===== config.mk =====
export PLATFORM = sky130hd
export DESIGN_NAME = repeated_byte_command_and_frame_parser_flat
export DESIGN_NICKNAME = d
export VERILOG_FILES = /design/src/rtl/rbcfp_pkg.sv /design/src/rtl/rbcfp_in_if.sv /design/src/rtl/rbcfp_out_if.sv /design/src/rtl/rbcfp_cmd_decode.sv /design/src/rtl/rbcfp_frame_track.sv /design/src/rtl/repeated_byte_command_and_frame_parser.sv /design/src/flat_wrapper.sv
export SDC_FILE = /design/constraint.sdc
export NUM_CORES = 1
export LEC_CHECK = 0
export ABC_AREA = 1
export BUFFER_PORTS_ARGS = -buffer_cell sky130_fd_sc_hd__buf_2
export CAP_MARGIN = 20
export CORE_ASPECT_RATIO = 2
export CORE_MARGIN = 2
export CORE_UTILIZATION = 50
export DETAILED_ROUTE_END_ITERATION = 7
export PLACE_DENSITY = 0.82
export RECOVER_POWER = 50
export SLEW_MARGIN = 15
export SYNTH_ARGS = -nofsm -noshare
export SYNTH_HDL_FRONTEND = slang
export SYNTH_HIERARCHICAL = 1
export SYNTH_SLANG_ARGS = --single-unit

===== constraint.sdc =====
create_clock -name clk -period 6.6 [get_ports clk]
set_input_delay 0.99 -clock clk [delete_from_list [all_inputs] [get_ports clk]]
set_output_delay 0.99 -clock clk [all_outputs]
set_load 0.05 [all_outputs]

===== src/rtl/rbcfp_pkg.sv =====
// Shared types and constants for the repeated-byte command and frame parser.
`default_nettype none

package rbcfp_pkg;

    // Width of the run and header counters, and the value at which they saturate
    localparam int unsigned COUNT_W   = 4;
    localparam logic [COUNT_W-1:0] COUNT_MAX = 4'hF;

    // Command and frame marker bytes
    localparam logic [7:0] FRAME_OPEN_BYTE = 8'hFF;
    localparam logic [7:0] COARSE_BYTE     = 8'hD0;
    localparam logic [7:0] FINE_BYTE       = 8'hD1;

    // Mode command bytes, listed in mode code order (home first, recall last)
    localparam int unsigned NUM_MODES = 27;
    localparam logic [7:0] MODE_BYTES [NUM_MODES] = '{
        8'hF0, 8'hF1, 8'hF2, 8'hF3, 8'hF4, 8'hF5, 8'hF6, 8'hF7,
        8'hE6, 8'hE7, 8'hE8, 8'hE9, 8'hEA, 8'hEB,
        8'hF8, 8'hF9, 8'hFA, 8'hE0, 8'hE1, 8'hFB, 8'hE2, 8'hE3,
        8'hFC, 8'hE4, 8'hE5, 8'hEC, 8'hED
    };

    // Checksum length register
    localparam int unsigned CSUM_LEN_W     = 3;
    localparam logic [CSUM_LEN_W-1:0] CSUM_LEN_RESET = 3'd3;
    localparam logic [CSUM_LEN_W-1:0] CSUM_LEN_MIN   = 3'd1;
    localparam logic [CSUM_LEN_W-1:0] CSUM_LEN_MAX   = 3'd4;

    // Frame index bytes taken from the start of the payload
    localparam logic [7:0] INDEX_BYTES = 8'd8;

    // Frame completion status
    typedef enum logic [1:0] {
        STATUS_ACCEPTED       = 2'd0,
        STATUS_INDEX_MISMATCH = 2'd1,
        STATUS_CSUM_MISMATCH  = 2'd2
    } frame_status_t;

    // Input transaction
    typedef struct packed {
        logic [7:0]  rx_byte;
        logic [62:0] expected_index;
    } in_item_t;

    // Result transaction
    typedef struct packed {
        logic        mode_valid;
        logic [4:0]  mode_code;
        logic        fine_valid;
        logic        fine_value;
        logic        payload_valid;
        logic [7:0]  payload_byte;
        logic [7:0]  payload_pos;
        logic        frame_done;
        logic [1:0]  frame_status;
        logic [62:0] frame_index;
    } out_item_t;

    // Command decoder result
    typedef struct packed {
        logic       mode_valid;
        logic [4:0] mode_code;
        logic       fine_valid;
        logic       fine_value;
    } cmd_res_t;

    // Frame tracker result
    typedef struct packed {
        logic        payload_valid;
        logic [7:0]  payload_byte;
        logic [7:0]  payload_pos;
        logic        frame_done;
        logic [1:0]  frame_status;
        logic [62:0] frame_index;
    } frame_res_t;

    // Mode lookup result
    typedef struct packed {
        logic       hit;
        logic [4:0] code;
    } mode_hit_t;

    // Look a byte up in the mode table
    function automatic mode_hit_t mode_lookup(input logic [7:0] b);
        mode_hit_t res;
        res = '0;
        for (int i = 0; i < NUM_MODES; i++)
        begin
            if (MODE_BYTES[i] == b)
            begin
                res.hit  = 1'b1;
                res.code = 5'(i);
            end
        end
        return res;
    endfunction

endpackage

`default_nettype wire


===== src/rtl/rbcfp_in_if.sv =====
// Input channel interface: valid/ready handshake carrying one received byte.
`default_nettype none

interface rbcfp_in_if;
    logic                valid;
    logic                ready;
    rbcfp_pkg::in_item_t payload;

    modport source (output valid, output payload, input ready);
    modport sink   (input valid, input payload, output ready);
endinterface

`default_nettype wire


===== src/rtl/rbcfp_out_if.sv =====
// Result channel interface: valid/ready handshake carrying one parser result.
`default_nettype none

interface rbcfp_out_if;
    logic                 valid;
    logic                 ready;
    rbcfp_pkg::out_item_t payload;

    modport source (output valid, output payload, input ready);
    modport sink   (input valid, input payload, output ready);
endinterface

`default_nettype wire


===== src/rtl/rbcfp_cmd_decode.sv =====
// Command run decoder: counts repeated bytes and decodes mode and fine/coarse commands.
`default_nettype none

module rbcfp_cmd_decode #(
    parameter int unsigned HEADER_REPEAT = 10
) (
    input  wire logic                clk,
    input  wire logic                rst_n,
    input  wire logic                advance,
    input  wire logic [7:0]          rx_byte,
    output rbcfp_pkg::cmd_res_t      res
);

    logic [7:0]                     last_byte_reg, last_byte_next;
    logic [rbcfp_pkg::COUNT_W-1:0]  run_count_reg, run_count_next;
    logic [rbcfp_pkg::COUNT_W-1:0]  run;
    rbcfp_pkg::mode_hit_t           hit;
    logic                           run_fires;

    // Extend the run of identical bytes, or restart it
    always_comb
    begin
        if (rx_byte == last_byte_reg)
        begin
            run = (run_count_reg < rbcfp_pkg::COUNT_MAX) ? run_count_reg + 1'b1
                                                          : rbcfp_pkg::COUNT_MAX;
        end
        else
        begin
            run = {{(rbcfp_pkg::COUNT_W-1){1'b0}}, 1'b1};
        end
    end

    assign hit       = rbcfp_pkg::mode_lookup(rx_byte);
    assign run_fires = (run == rbcfp_pkg::COUNT_W'(HEADER_REPEAT));

    // Decode a completed command run and wrap the counter when it fires
    always_comb
    begin
        res            = '0;
        run_count_next = run;
        last_byte_next = rx_byte;
        if (run_fires && hit.hit)
        begin
            res.mode_valid = 1'b1;
            res.mode_code  = hit.code;
            run_count_next = '0;
        end
        else if (run_fires && (rx_byte == rbcfp_pkg::COARSE_BYTE ||
                               rx_byte == rbcfp_pkg::FINE_BYTE))
        begin
            res.fine_valid = 1'b1;
            res.fine_value = (rx_byte == rbcfp_pkg::FINE_BYTE);
            run_count_next = '0;
        end
    end

    // Update run state once per transaction
    always_ff @(posedge clk or negedge rst_n)
    begin
        if (!rst_n)
        begin
            last_byte_reg <= '0;
            run_count_reg <= '0;
        end
        else if (advance)
        begin
            last_byte_reg <= last_byte_next;
            run_count_reg <= run_count_next;
        end
    end

endmodule

`default_nettype wire


===== src/rtl/rbcfp_frame_track.sv =====
// Frame tracker: header detection, payload streaming, sum and index gathering, checksum check.
`default_nettype none

module rbcfp_frame_track #(
    parameter int unsigned HEADER_REPEAT = 10
) (
    input  wire logic                              clk,
    input  wire logic                              rst_n,
    input  wire logic                              advance,
    input  wire logic [7:0]                        rx_byte,
    input  wire logic [62:0]                       expected_index,
    input  wire logic [rbcfp_pkg::CSUM_LEN_W-1:0]  checksum_length,
    output rbcfp_pkg::frame_res_t                  res
);

    logic [rbcfp_pkg::COUNT_W-1:0]  header_count_reg, header_count_next;
    logic                           in_frame_reg, in_frame_next;
    logic [7:0]                     frame_size_reg, frame_size_next;
    logic [7:0]                     payload_count_reg, payload_count_next;
    logic [2:0]                     sum_count_reg, sum_count_next;
    logic [31:0]                    running_sum_reg, running_sum_next;
    logic [31:0]                    received_sum_reg, received_sum_next;
    logic [63:0]                    index_accum_reg, index_accum_next;
    logic [rbcfp_pkg::CSUM_LEN_W-1:0] eff_len;

    // Clamp the checksum length into its usable range
    always_comb
    begin
        if (checksum_length < rbcfp_pkg::CSUM_LEN_MIN)
        begin
            eff_len = rbcfp_pkg::CSUM_LEN_MIN;
        end
        else if (checksum_length > rbcfp_pkg::CSUM_LEN_MAX)
        begin
            eff_len = rbcfp_pkg::CSUM_LEN_MAX;
        end
        else
        begin
            eff_len = checksum_length;
        end
    end

    // Advance the frame state by one byte
    always_comb
    begin
        res                = '0;
        header_count_next  = header_count_reg;
        in_frame_next      = in_frame_reg;
        frame_size_next    = frame_size_reg;
        payload_count_next = payload_count_reg;
        sum_count_next     = sum_count_reg;
        running_sum_next   = running_sum_reg;
        received_sum_next  = received_sum_reg;
        index_accum_next   = index_accum_reg;

        if (!in_frame_reg)
        begin
            // Open a frame once the header run is complete; this byte is the size
            if (header_count_reg == rbcfp_pkg::COUNT_W'(HEADER_REPEAT))
            begin
                in_frame_next      = 1'b1;
                frame_size_next    = rx_byte;
                payload_count_next = '0;
                sum_count_next     = '0;
                received_sum_next  = '0;
                index_accum_next   = '0;
            end
            if (rx_byte == rbcfp_pkg::FRAME_OPEN_BYTE)
            begin
                if (header_count_reg < rbcfp_pkg::COUNT_MAX)
                begin
                    header_count_next = header_count_reg + 1'b1;
                end
            end
            else
            begin
                header_count_next = '0;
            end
        end
        else if (payload_count_reg < frame_size_reg)
        begin
            // Stream the payload byte, add it to the sum, gather the index
            running_sum_next = running_sum_reg + 32'(rx_byte);
            if (payload_count_reg < rbcfp_pkg::INDEX_BYTES)
            begin
                index_accum_next = index_accum_reg |
                    (64'(rx_byte) << {payload_count_reg[2:0], 3'b000});
            end
            res.payload_valid  = 1'b1;
            res.payload_byte   = rx_byte;
            res.payload_pos    = payload_count_reg;
            payload_count_next = payload_count_reg + 1'b1;
        end
        else
        begin
            // Gather checksum bytes, little-endian
            if (sum_count_reg < 3'd4)
            begin
                received_sum_next = received_sum_reg |
                    (32'(rx_byte) << {sum_count_reg[1:0], 3'b000});
                sum_count_next    = sum_count_reg + 1'b1;
            end
            // Close the frame on the last checksum byte
            if (sum_count_next >= eff_len)
            begin
                res.frame_done = 1'b1;
                if (received_sum_next != running_sum_reg)
                begin
                    res.frame_status = rbcfp_pkg::STATUS_CSUM_MISMATCH;
                end
                else if (index_accum_reg != {1'b0, expected_index})
                begin
                    res.frame_status = rbcfp_pkg::STATUS_INDEX_MISMATCH;
                end
                else
                begin
                    res.frame_status = rbcfp_pkg::STATUS_ACCEPTED;
                end
                res.frame_index    = index_accum_reg[62:0];
                in_frame_next      = 1'b0;
                header_count_next  = '0;
                payload_count_next = '0;
                running_sum_next   = '0;
            end
        end
    end

    // Update frame state once per transaction
    always_ff @(posedge clk or negedge rst_n)
    begin
        if (!rst_n)
        begin
            header_count_reg  <= '0;
            in_frame_reg      <= 1'b0;
            frame_size_reg    <= '0;
            payload_count_reg <= '0;
            sum_count_reg     <= '0;
            running_sum_reg   <= '0;
            received_sum_reg  <= '0;
            index_accum_reg   <= '0;
        end
        else if (advance)
        begin
            header_count_reg  <= header_count_next;
            in_frame_reg      <= in_frame_next;
            frame_size_reg    <= frame_size_next;
            payload_count_reg <= payload_count_next;
            sum_count_reg     <= sum_count_next;
            running_sum_reg   <= running_sum_next;
            received_sum_reg  <= received_sum_next;
            index_accum_reg   <= index_accum_next;
        end
    end

endmodule

`default_nettype wire


===== src/rtl/repeated_byte_command_and_frame_parser.sv =====
// Top level of the repeated-byte command and frame parser.
// Takes one received byte per transaction and returns exactly one result per byte from
// the result register, after the byte passes the input register. A byte is accepted every
// cycle while the output is not stalled: the input register feeds the command decoder and
// frame tracker, whose state advances as the byte moves into the result register, so
// throughput is one byte per clock unless stalled. A run of HEADER_REPEAT equal command
// bytes reports a mode or fine/coarse select; HEADER_REPEAT 0xFF bytes open a frame whose
// payload is streamed out, closed with a status after checksum_length (clamped 1..4) bytes.
// Write checksum_length only while no transaction is in flight.
`default_nettype none

module repeated_byte_command_and_frame_parser #(
    parameter int unsigned HEADER_REPEAT = 10
) (
    input  wire logic                              clk,
    input  wire logic                              rst_n,
    rbcfp_in_if.sink                               byte_in,
    rbcfp_out_if.source                            result_out,
    input  wire logic                              cfg_we,
    input  wire logic [rbcfp_pkg::CSUM_LEN_W-1:0]  cfg_wdata
);

    logic                                in_valid_reg, in_valid_next;
    rbcfp_pkg::in_item_t                 in_item_reg;
    logic                                out_valid_reg, out_valid_next;
    rbcfp_pkg::out_item_t                out_item_reg, out_item_next;
    logic [rbcfp_pkg::CSUM_LEN_W-1:0]    csum_len_reg;
    logic                                advance;
    logic                                in_ready;
    rbcfp_pkg::cmd_res_t                 cmd_res;
    rbcfp_pkg::frame_res_t               frame_res;

    // Hold the checksum length register
    always_ff @(posedge clk or negedge rst_n)
    begin
        if (!rst_n)
        begin
            csum_len_reg <= rbcfp_pkg::CSUM_LEN_RESET;
        end
        else if (cfg_we)
        begin
            csum_len_reg <= cfg_wdata;
        end
    end

    // Move a byte on when the result register is free or being emptied
    assign advance       = in_valid_reg && (!out_valid_reg || result_out.ready);
    assign in_ready      = !in_valid_reg || advance;
    assign byte_in.ready = in_ready;

    always_comb
    begin
        in_valid_next = in_ready ? byte_in.valid : in_valid_reg;
    end

    always_comb
    begin
        if (advance)
        begin
            out_valid_next = 1'b1;
        end
        else if (result_out.ready)
        begin
            out_valid_next = 1'b0;
        end
        else
        begin
            out_valid_next = out_valid_reg;
        end
    end

    // Input and result register valid control
    always_ff @(posedge clk or negedge rst_n)
    begin
        if (!rst_n)
        begin
            in_valid_reg  <= 1'b0;
            out_valid_reg <= 1'b0;
        end
        else
        begin
            in_valid_reg  <= in_valid_next;
            out_valid_reg <= out_valid_next;
        end
    end

    // Input register payload
    always_ff @(posedge clk)
    begin
        if (in_ready && byte_in.valid)
        begin
            in_item_reg <= byte_in.payload;
        end
    end

    rbcfp_cmd_decode #(
        .HEADER_REPEAT (HEADER_REPEAT)
    ) u_cmd_decode (
        .clk     (clk),
        .rst_n   (rst_n),
        .advance (advance),
        .rx_byte (in_item_reg.rx_byte),
        .res     (cmd_res)
    );

    rbcfp_frame_track #(
        .HEADER_REPEAT (HEADER_REPEAT)
    ) u_frame_track (
        .clk             (clk),
        .rst_n           (rst_n),
        .advance         (advance),
        .rx_byte         (in_item_reg.rx_byte),
        .expected_index  (in_item_reg.expected_index),
        .checksum_length (csum_len_reg),
        .res             (frame_res)
    );

    // Assemble the result transaction
    always_comb
    begin
        out_item_next.mode_valid    = cmd_res.mode_valid;
        out_item_next.mode_code     = cmd_res.mode_code;
        out_item_next.fine_valid    = cmd_res.fine_valid;
        out_item_next.fine_value    = cmd_res.fine_value;
        out_item_next.payload_valid = frame_res.payload_valid;
        out_item_next.payload_byte  = frame_res.payload_byte;
        out_item_next.payload_pos   = frame_res.payload_pos;
        out_item_next.frame_done    = frame_res.frame_done;
        out_item_next.frame_status  = frame_res.frame_status;
        out_item_next.frame_index   = frame_res.frame_index;
    end

    // Result register payload
    always_ff @(posedge clk)
    begin
        if (advance)
        begin
            out_item_reg <= out_item_next;
        end
    end

    assign result_out.valid   = out_valid_reg;
    assign result_out.payload = out_item_reg;

endmodule

`default_nettype wire

===== src/flat_wrapper.sv =====
// flat-port wrapper written by rule: the top's interface ports become plain ports
module repeated_byte_command_and_frame_parser_flat 
#(
    parameter int unsigned HEADER_REPEAT = 10
)
  (clk, rst_n, cfg_we, cfg_wdata, byte_in_valid, byte_in_payload, byte_in_ready, result_out_valid, result_out_payload, result_out_ready);
  rbcfp_in_if byte_in_i ();
  rbcfp_out_if result_out_i ();
  input  wire logic clk;
  input  wire logic rst_n;
  input  wire logic cfg_we;
  input  wire logic [rbcfp_pkg::CSUM_LEN_W-1:0] cfg_wdata;
  input wire logic [$bits(byte_in_i.valid)-1:0] byte_in_valid;
  input wire logic [$bits(byte_in_i.payload)-1:0] byte_in_payload;
  output wire logic [$bits(byte_in_i.ready)-1:0] byte_in_ready;
  output wire logic [$bits(result_out_i.valid)-1:0] result_out_valid;
  output wire logic [$bits(result_out_i.payload)-1:0] result_out_payload;
  input wire logic [$bits(result_out_i.ready)-1:0] result_out_ready;
  assign byte_in_i.valid = byte_in_valid;
  assign byte_in_i.payload = byte_in_payload;
  assign byte_in_ready = byte_in_i.ready;
  assign result_out_valid = result_out_i.valid;
  assign result_out_payload = result_out_i.payload;
  assign result_out_i.ready = result_out_ready;
  repeated_byte_command_and_frame_parser #(.HEADER_REPEAT(HEADER_REPEAT)) u_core (.clk(clk), .rst_n(rst_n), .byte_in(byte_in_i), .result_out(result_out_i), .cfg_we(cfg_we), .cfg_wdata(cfg_wdata));
endmodule

---- Word level (Yosys, flattened, before mapping) ----
Cells that the tools add are included.
Widths: inputs -> output; s select.
word-level totals
  register bits ........................... 331
  bits in latches ......................... 0
  bits in writable memories ............... 0
  bits in read-only memories .............. 0
  bits of input ports ..................... 79
  output and inout bits ................... 93
  word-level logic and storage cells ...... 187
  memories kept ........................... 0
operators by class
  add/subtract/negate cells ............... 5
  multipliers ............................. 0
  divide/modulo/power cells ............... 0
  order comparisons ....................... 8
  equal/unequal tests ..................... 41
  shifts and indexed selects .............. 2
  mux-type cells .......................... 72
  bitwise logic cells ..................... 6
  reduce and logical (&&, ||, !) cells .... 25
operator list
  kind                 count
  $mux 32              8
  $mux 64              4
  $eq 8x8->1 const A   27
  $mux 6               28
  $mux 66              1
  $ne 64x63->1         1
  $or 64x64->64        1
  $shl 8x6->64         1
  $mux 4               9
  $add 32x8->32        1
  $mux 8               4
  $ne 32x32->1         1
  $or 32x32->32        1
  $shl 8x5->32         1
  $eq 8x8->1 const B   3
  $mux 3               8
  $mux 17              1
  $reduce_and 3->1     4
  $add 4x1->4 const B  2
  $add 8x1->8 const B  1
  $eq 4x4->1 const B   2
  $eq 8x8->1           1
  $lt 4x4->1 const B   2
  $lt 8x4->1 const B   1
  22 further kinds     46

---- Logic depth before layout (Yosys ltp) ----
  depth after elaboration ................. 31
  mapped depth ............................ 15
  mapped depth without buffers ............ 14

---- Modules after synthesis ----
The synthesis kept the hierarchy.
modules (own cells, without submodules)
  module                                  instances  cells an instance  area an instance (µm²)
  rbcfp_frame_track                       1          1807               11578.6
  repeated_byte_command_and_frame_parser  1          186                5074.9
  rbcfp_cmd_decode                        1          197                1192.4

---- Worst setup path before layout ----
OpenSTA, ideal clock, no wires.
  kind .................................... input -> register
  start ................................... input port result_out_ready
  end ..................................... register u_core.u_frame_track.index_accum_reg[47]
  setup time .............................. 0.123 ns
  data arrival time ....................... 7.412 ns
  data required time ...................... 6.477 ns
  path slack .............................. -0.935 ns
  stages .................................. 10
  cell sequence ........................... inv_2 -> a21oi_1 -> nand2_1 -> inv_1 -> nor2_1 -> inv_2 -> nand3_2 -> inv_4 -> buf_2 -> o21ai_2
between the ends
  longest elaborated chain between the ends .. 3
ends and longest elaborated chain
  element                     RTL line                                      text
  start: declaration          flat_wrapper.sv:18                            input wire logic [$bits(result_out_i.ready)-1:0] result_out_ready;
  $logic_or 1x1->1            repeated_byte_command_and_frame_parser.sv:47  assign advance = in_valid_reg && (!out_valid_reg || result_out.ready);
  $logic_and 1x1->1           repeated_byte_command_and_frame_parser.sv:47
  named net u_core.advance    repeated_byte_command_and_frame_parser.sv:28  logic advance;
  $reduce_and 4->1 (no line)  -
  end signal: assignment      rbcfp_frame_track.sv:151                      index_accum_reg <= index_accum_next;
  end: declaration            rbcfp_frame_track.sv:23                       logic [63:0] index_accum_reg, index_accum_next;
The timed path passes the listed nets, and every way through them passes these cells.
A chain may end at the register's enable or synchronous reset.

==> run summary <==
Top FF cell, synth: dfrtp_1
Final instance count without filler cells: 2,791
Post-synth top area share: 27.3%
Worst-path clk slew: 0.07 ns
Final WL: 53,100 um
Crit-path leading delay family: buffers and inverters
FP Rows: 97
Die width: 138 um
Dpl ws: 2.09 ns
Most instantiated library cell after synthesis: nand2_1
Die Footprint: 37,300 um^2
Deepest level of the CTS H-tree: 1
Worst Hold Class: in -> async
Drt wl/cell: 19.0 um
Util after Layout: 56.8%
Final worst-path setup slack: 2.06 ns
Failing checks: capacitance limit, slew limit
Leakage power: 9.05 nW
DRC Markers: 0
CTS resizes: 0
Clk_lat worst skew: 0.58 ns
FF-to-FF setup slack: 2.37 ns
Min Tclk post-route: 4.54 ns
GRT overflow: 0
Largest cells by area after synthesis: edfxtp_1 27%, dfrtp_1 23%, nand2_1 12%
Setup-failing EPs final: 0
I/O pin count: 172
Mapped Area: 17,800 um^2
Placed Cells: 2,736
Status: finished, violations left
Vias/cell: 5.64
Post-synth EDFFs: 162
CTS Buf Count: 29
Vias in the first global route: 15,700
VDD IR-drop max: 0.295 mV
Mapped Cells: 2,190
Finished Cell Area: 19,900 um^2
Crit path cell chain: buf_6 > clkbuf_1
Max reg flops: 91
Post-cts hold buffer count: 0
Synth cell count leaders: 591 x nand2_1, 260 x inv_1, 251 x nor2_1, 176 x nand3_1, 167 x dfrtp_1
Dominant cell type by area after synthesis: edfxtp_1
Pin count of the biggest net entering global routing: 80
P&R area growth vs syn: 11.7%
Detailed-router iteration count before antenna repair: 6
Synthesized Nets: 2,293
Final Skew: 0.0291 ns
Period utilization: 68.8%
Vert. Die Dim: 271 um
Vias: 15,700
Required @ worst endpoint: 6.19 ns
Final nets: 2,425
RSZ-0062 raised after global routing: no
Max Freq: 220 MHz
Fin. max-slew vios: 166
Syn_area_per_cell: 8.15 um^2
Critical Path Slowest Stage Cell: clkbuf_1
CTS Root Cell: clkbuf_16
Fraction of registers with async set or reset after synthesis: 51.1%
Seq cells post-synth: 331
TritonCTS clock tree: done
Antenna viol nets, final: 0
Arrival time worst endpoint: 4.13 ns
# Post-CTS Setup Buffers: 0
Sequential share of the synthesized area: 51.0%
Final hold viol count: 0
Slew at the pin with the worst max-slew slack: 4.26 ns
1st-iter DRT viols: 1,359
Clock Sinks: 331
Gpl congestion: 0.934
CP max stage delay: 2.56 ns
Worst Setup Start Kind: primary input
Core area: 35,100 um^2
Initial antenna violation count: 0
Synthesis warning total: 6
Crit-path max FO: 79
Post-synth cell types: 42
Initial Utilization: 50.9%
IO buf count: 171
Global-route usage over all layers: 28.6%
Sum Neg Setup Slack: 0 ns
Placed cell area: 18,900 um^2
Slew HR: -184%
Share of cells above drive strength 1: 11.4%
CP Capture Type: asynchronous set/reset pin
Buf+Inv Stages, Crit Path: 2
Power density cells: 353 nW/um^2
HPWL Detailed: 37,400 um
Setup Crit Path Kind: in -> async
First-pass GRT wire length: 81,800 um
Clock tree buffer depth: 3
Number of max-cap violations: 3
[kinds of logic after synthesis]
logic type | share of synthesized area [%]
AND/OR/NAND/NOR | 28.2
buffers and inverters | 8.65
flip-flops | 51.0
AO/OA/AOI/OAI | 7.52
XOR/XNOR | 2.94
adder cells (fa/ha/maj) | 1.72
[worst reg2reg max path: cells and delay by family (launching register included)]
family	cells	cell delay, ns
buffers and inverters	2	2.99
DFF	1	0.43
and+or+nand+nor	2	0.20
[layout by cell type (no fill, tap or decap), types with 73 or more instances in the layout]
master / netlist / layout
nor2_1: 251 / 251
dfrtp_1: 167 / 166
edfxtp_1: 162 / 162
nand2_1: 591 / 591
o21ai_0: 96 / 96
nand3_1: 176 / 177
a21oi_1: 74 / 73
nand4_1: 84 / 84
inv_1: 260 / 260
buf_2: 32 / 135
[metal layers]
metal  global-route usage [%]  vias to the layer above  share of wire, %
li1                         -                     7384                 -
met1                     28.8                     7384                32
met2                     51.0                      738                52
met3                     2.69                      235               5.2
met4                     24.8                        0                10
met5                        0                        -                 0
[metrics by stage]
step                power (mW)  hold WS [ns]
finish                    7.04         0.452
global route              7.39         0.508
CTS                       7.02         0.484
detailed placement        5.05         0.465
global placement          4.95         0.463
floorplan                 4.44         0.448
[path summary, 6_finish.rpt]
kind | from | endpoint | depth (start not counted)
worst min-delay path | rst_n | u_core/u_frame_track/running_sum_reg[7]$_DFFE_PN0P_ | 1
worst max-delay path | rst_n | u_core/u_frame_track/in_frame_reg$_DFFE_PN0P_ | 2
max in group clk | result_out_ready | u_core/in_item_reg[50]$_DFFE_PP_ | 6
min in group clk | u_core/u_cmd_decode/run_count_reg[3]$_DFFE_PN0P_ | u_core/u_cmd_decode/run_count_reg[3]$_DFFE_PN0P_ | 2
worst max register to register | u_core/result_out.valid$_DFFE_PN0P_ | u_core/in_item_reg[50]$_DFFE_PP_ | 4
worst min register to register | u_core/u_cmd_decode/run_count_reg[3]$_DFFE_PN0P_ | u_core/u_cmd_decode/run_count_reg[3]$_DFFE_PN0P_ | 2
[area by class of cell]
| cell class | count | area (um^2) |
|---|---|---|
| antenna | 1 | 2.50 |
| clock buffer | 32 | 737 |
| clock inverter | 22 | 352 |
| fill | 3031 | 15100 |
| inverter | 275 | 1040 |
| multi-input combinational | 1497 | 7210 |
| sequential | 331 | 9100 |
| tap | 445 | 557 |
| timing repair buffer | 188 | 935 |
[report_power, final]
part / total (mW) / internal (mW) / switching (mW)
Clock: 1.97 / 1.16 / 0.805
Sequential: 2.80 / 2.55 / 0.247
Combinational: 2.27 / 0.632 / 1.64
Total: 7.04 / 4.35 / 2.69
Power figures use the tool's default switching activity.
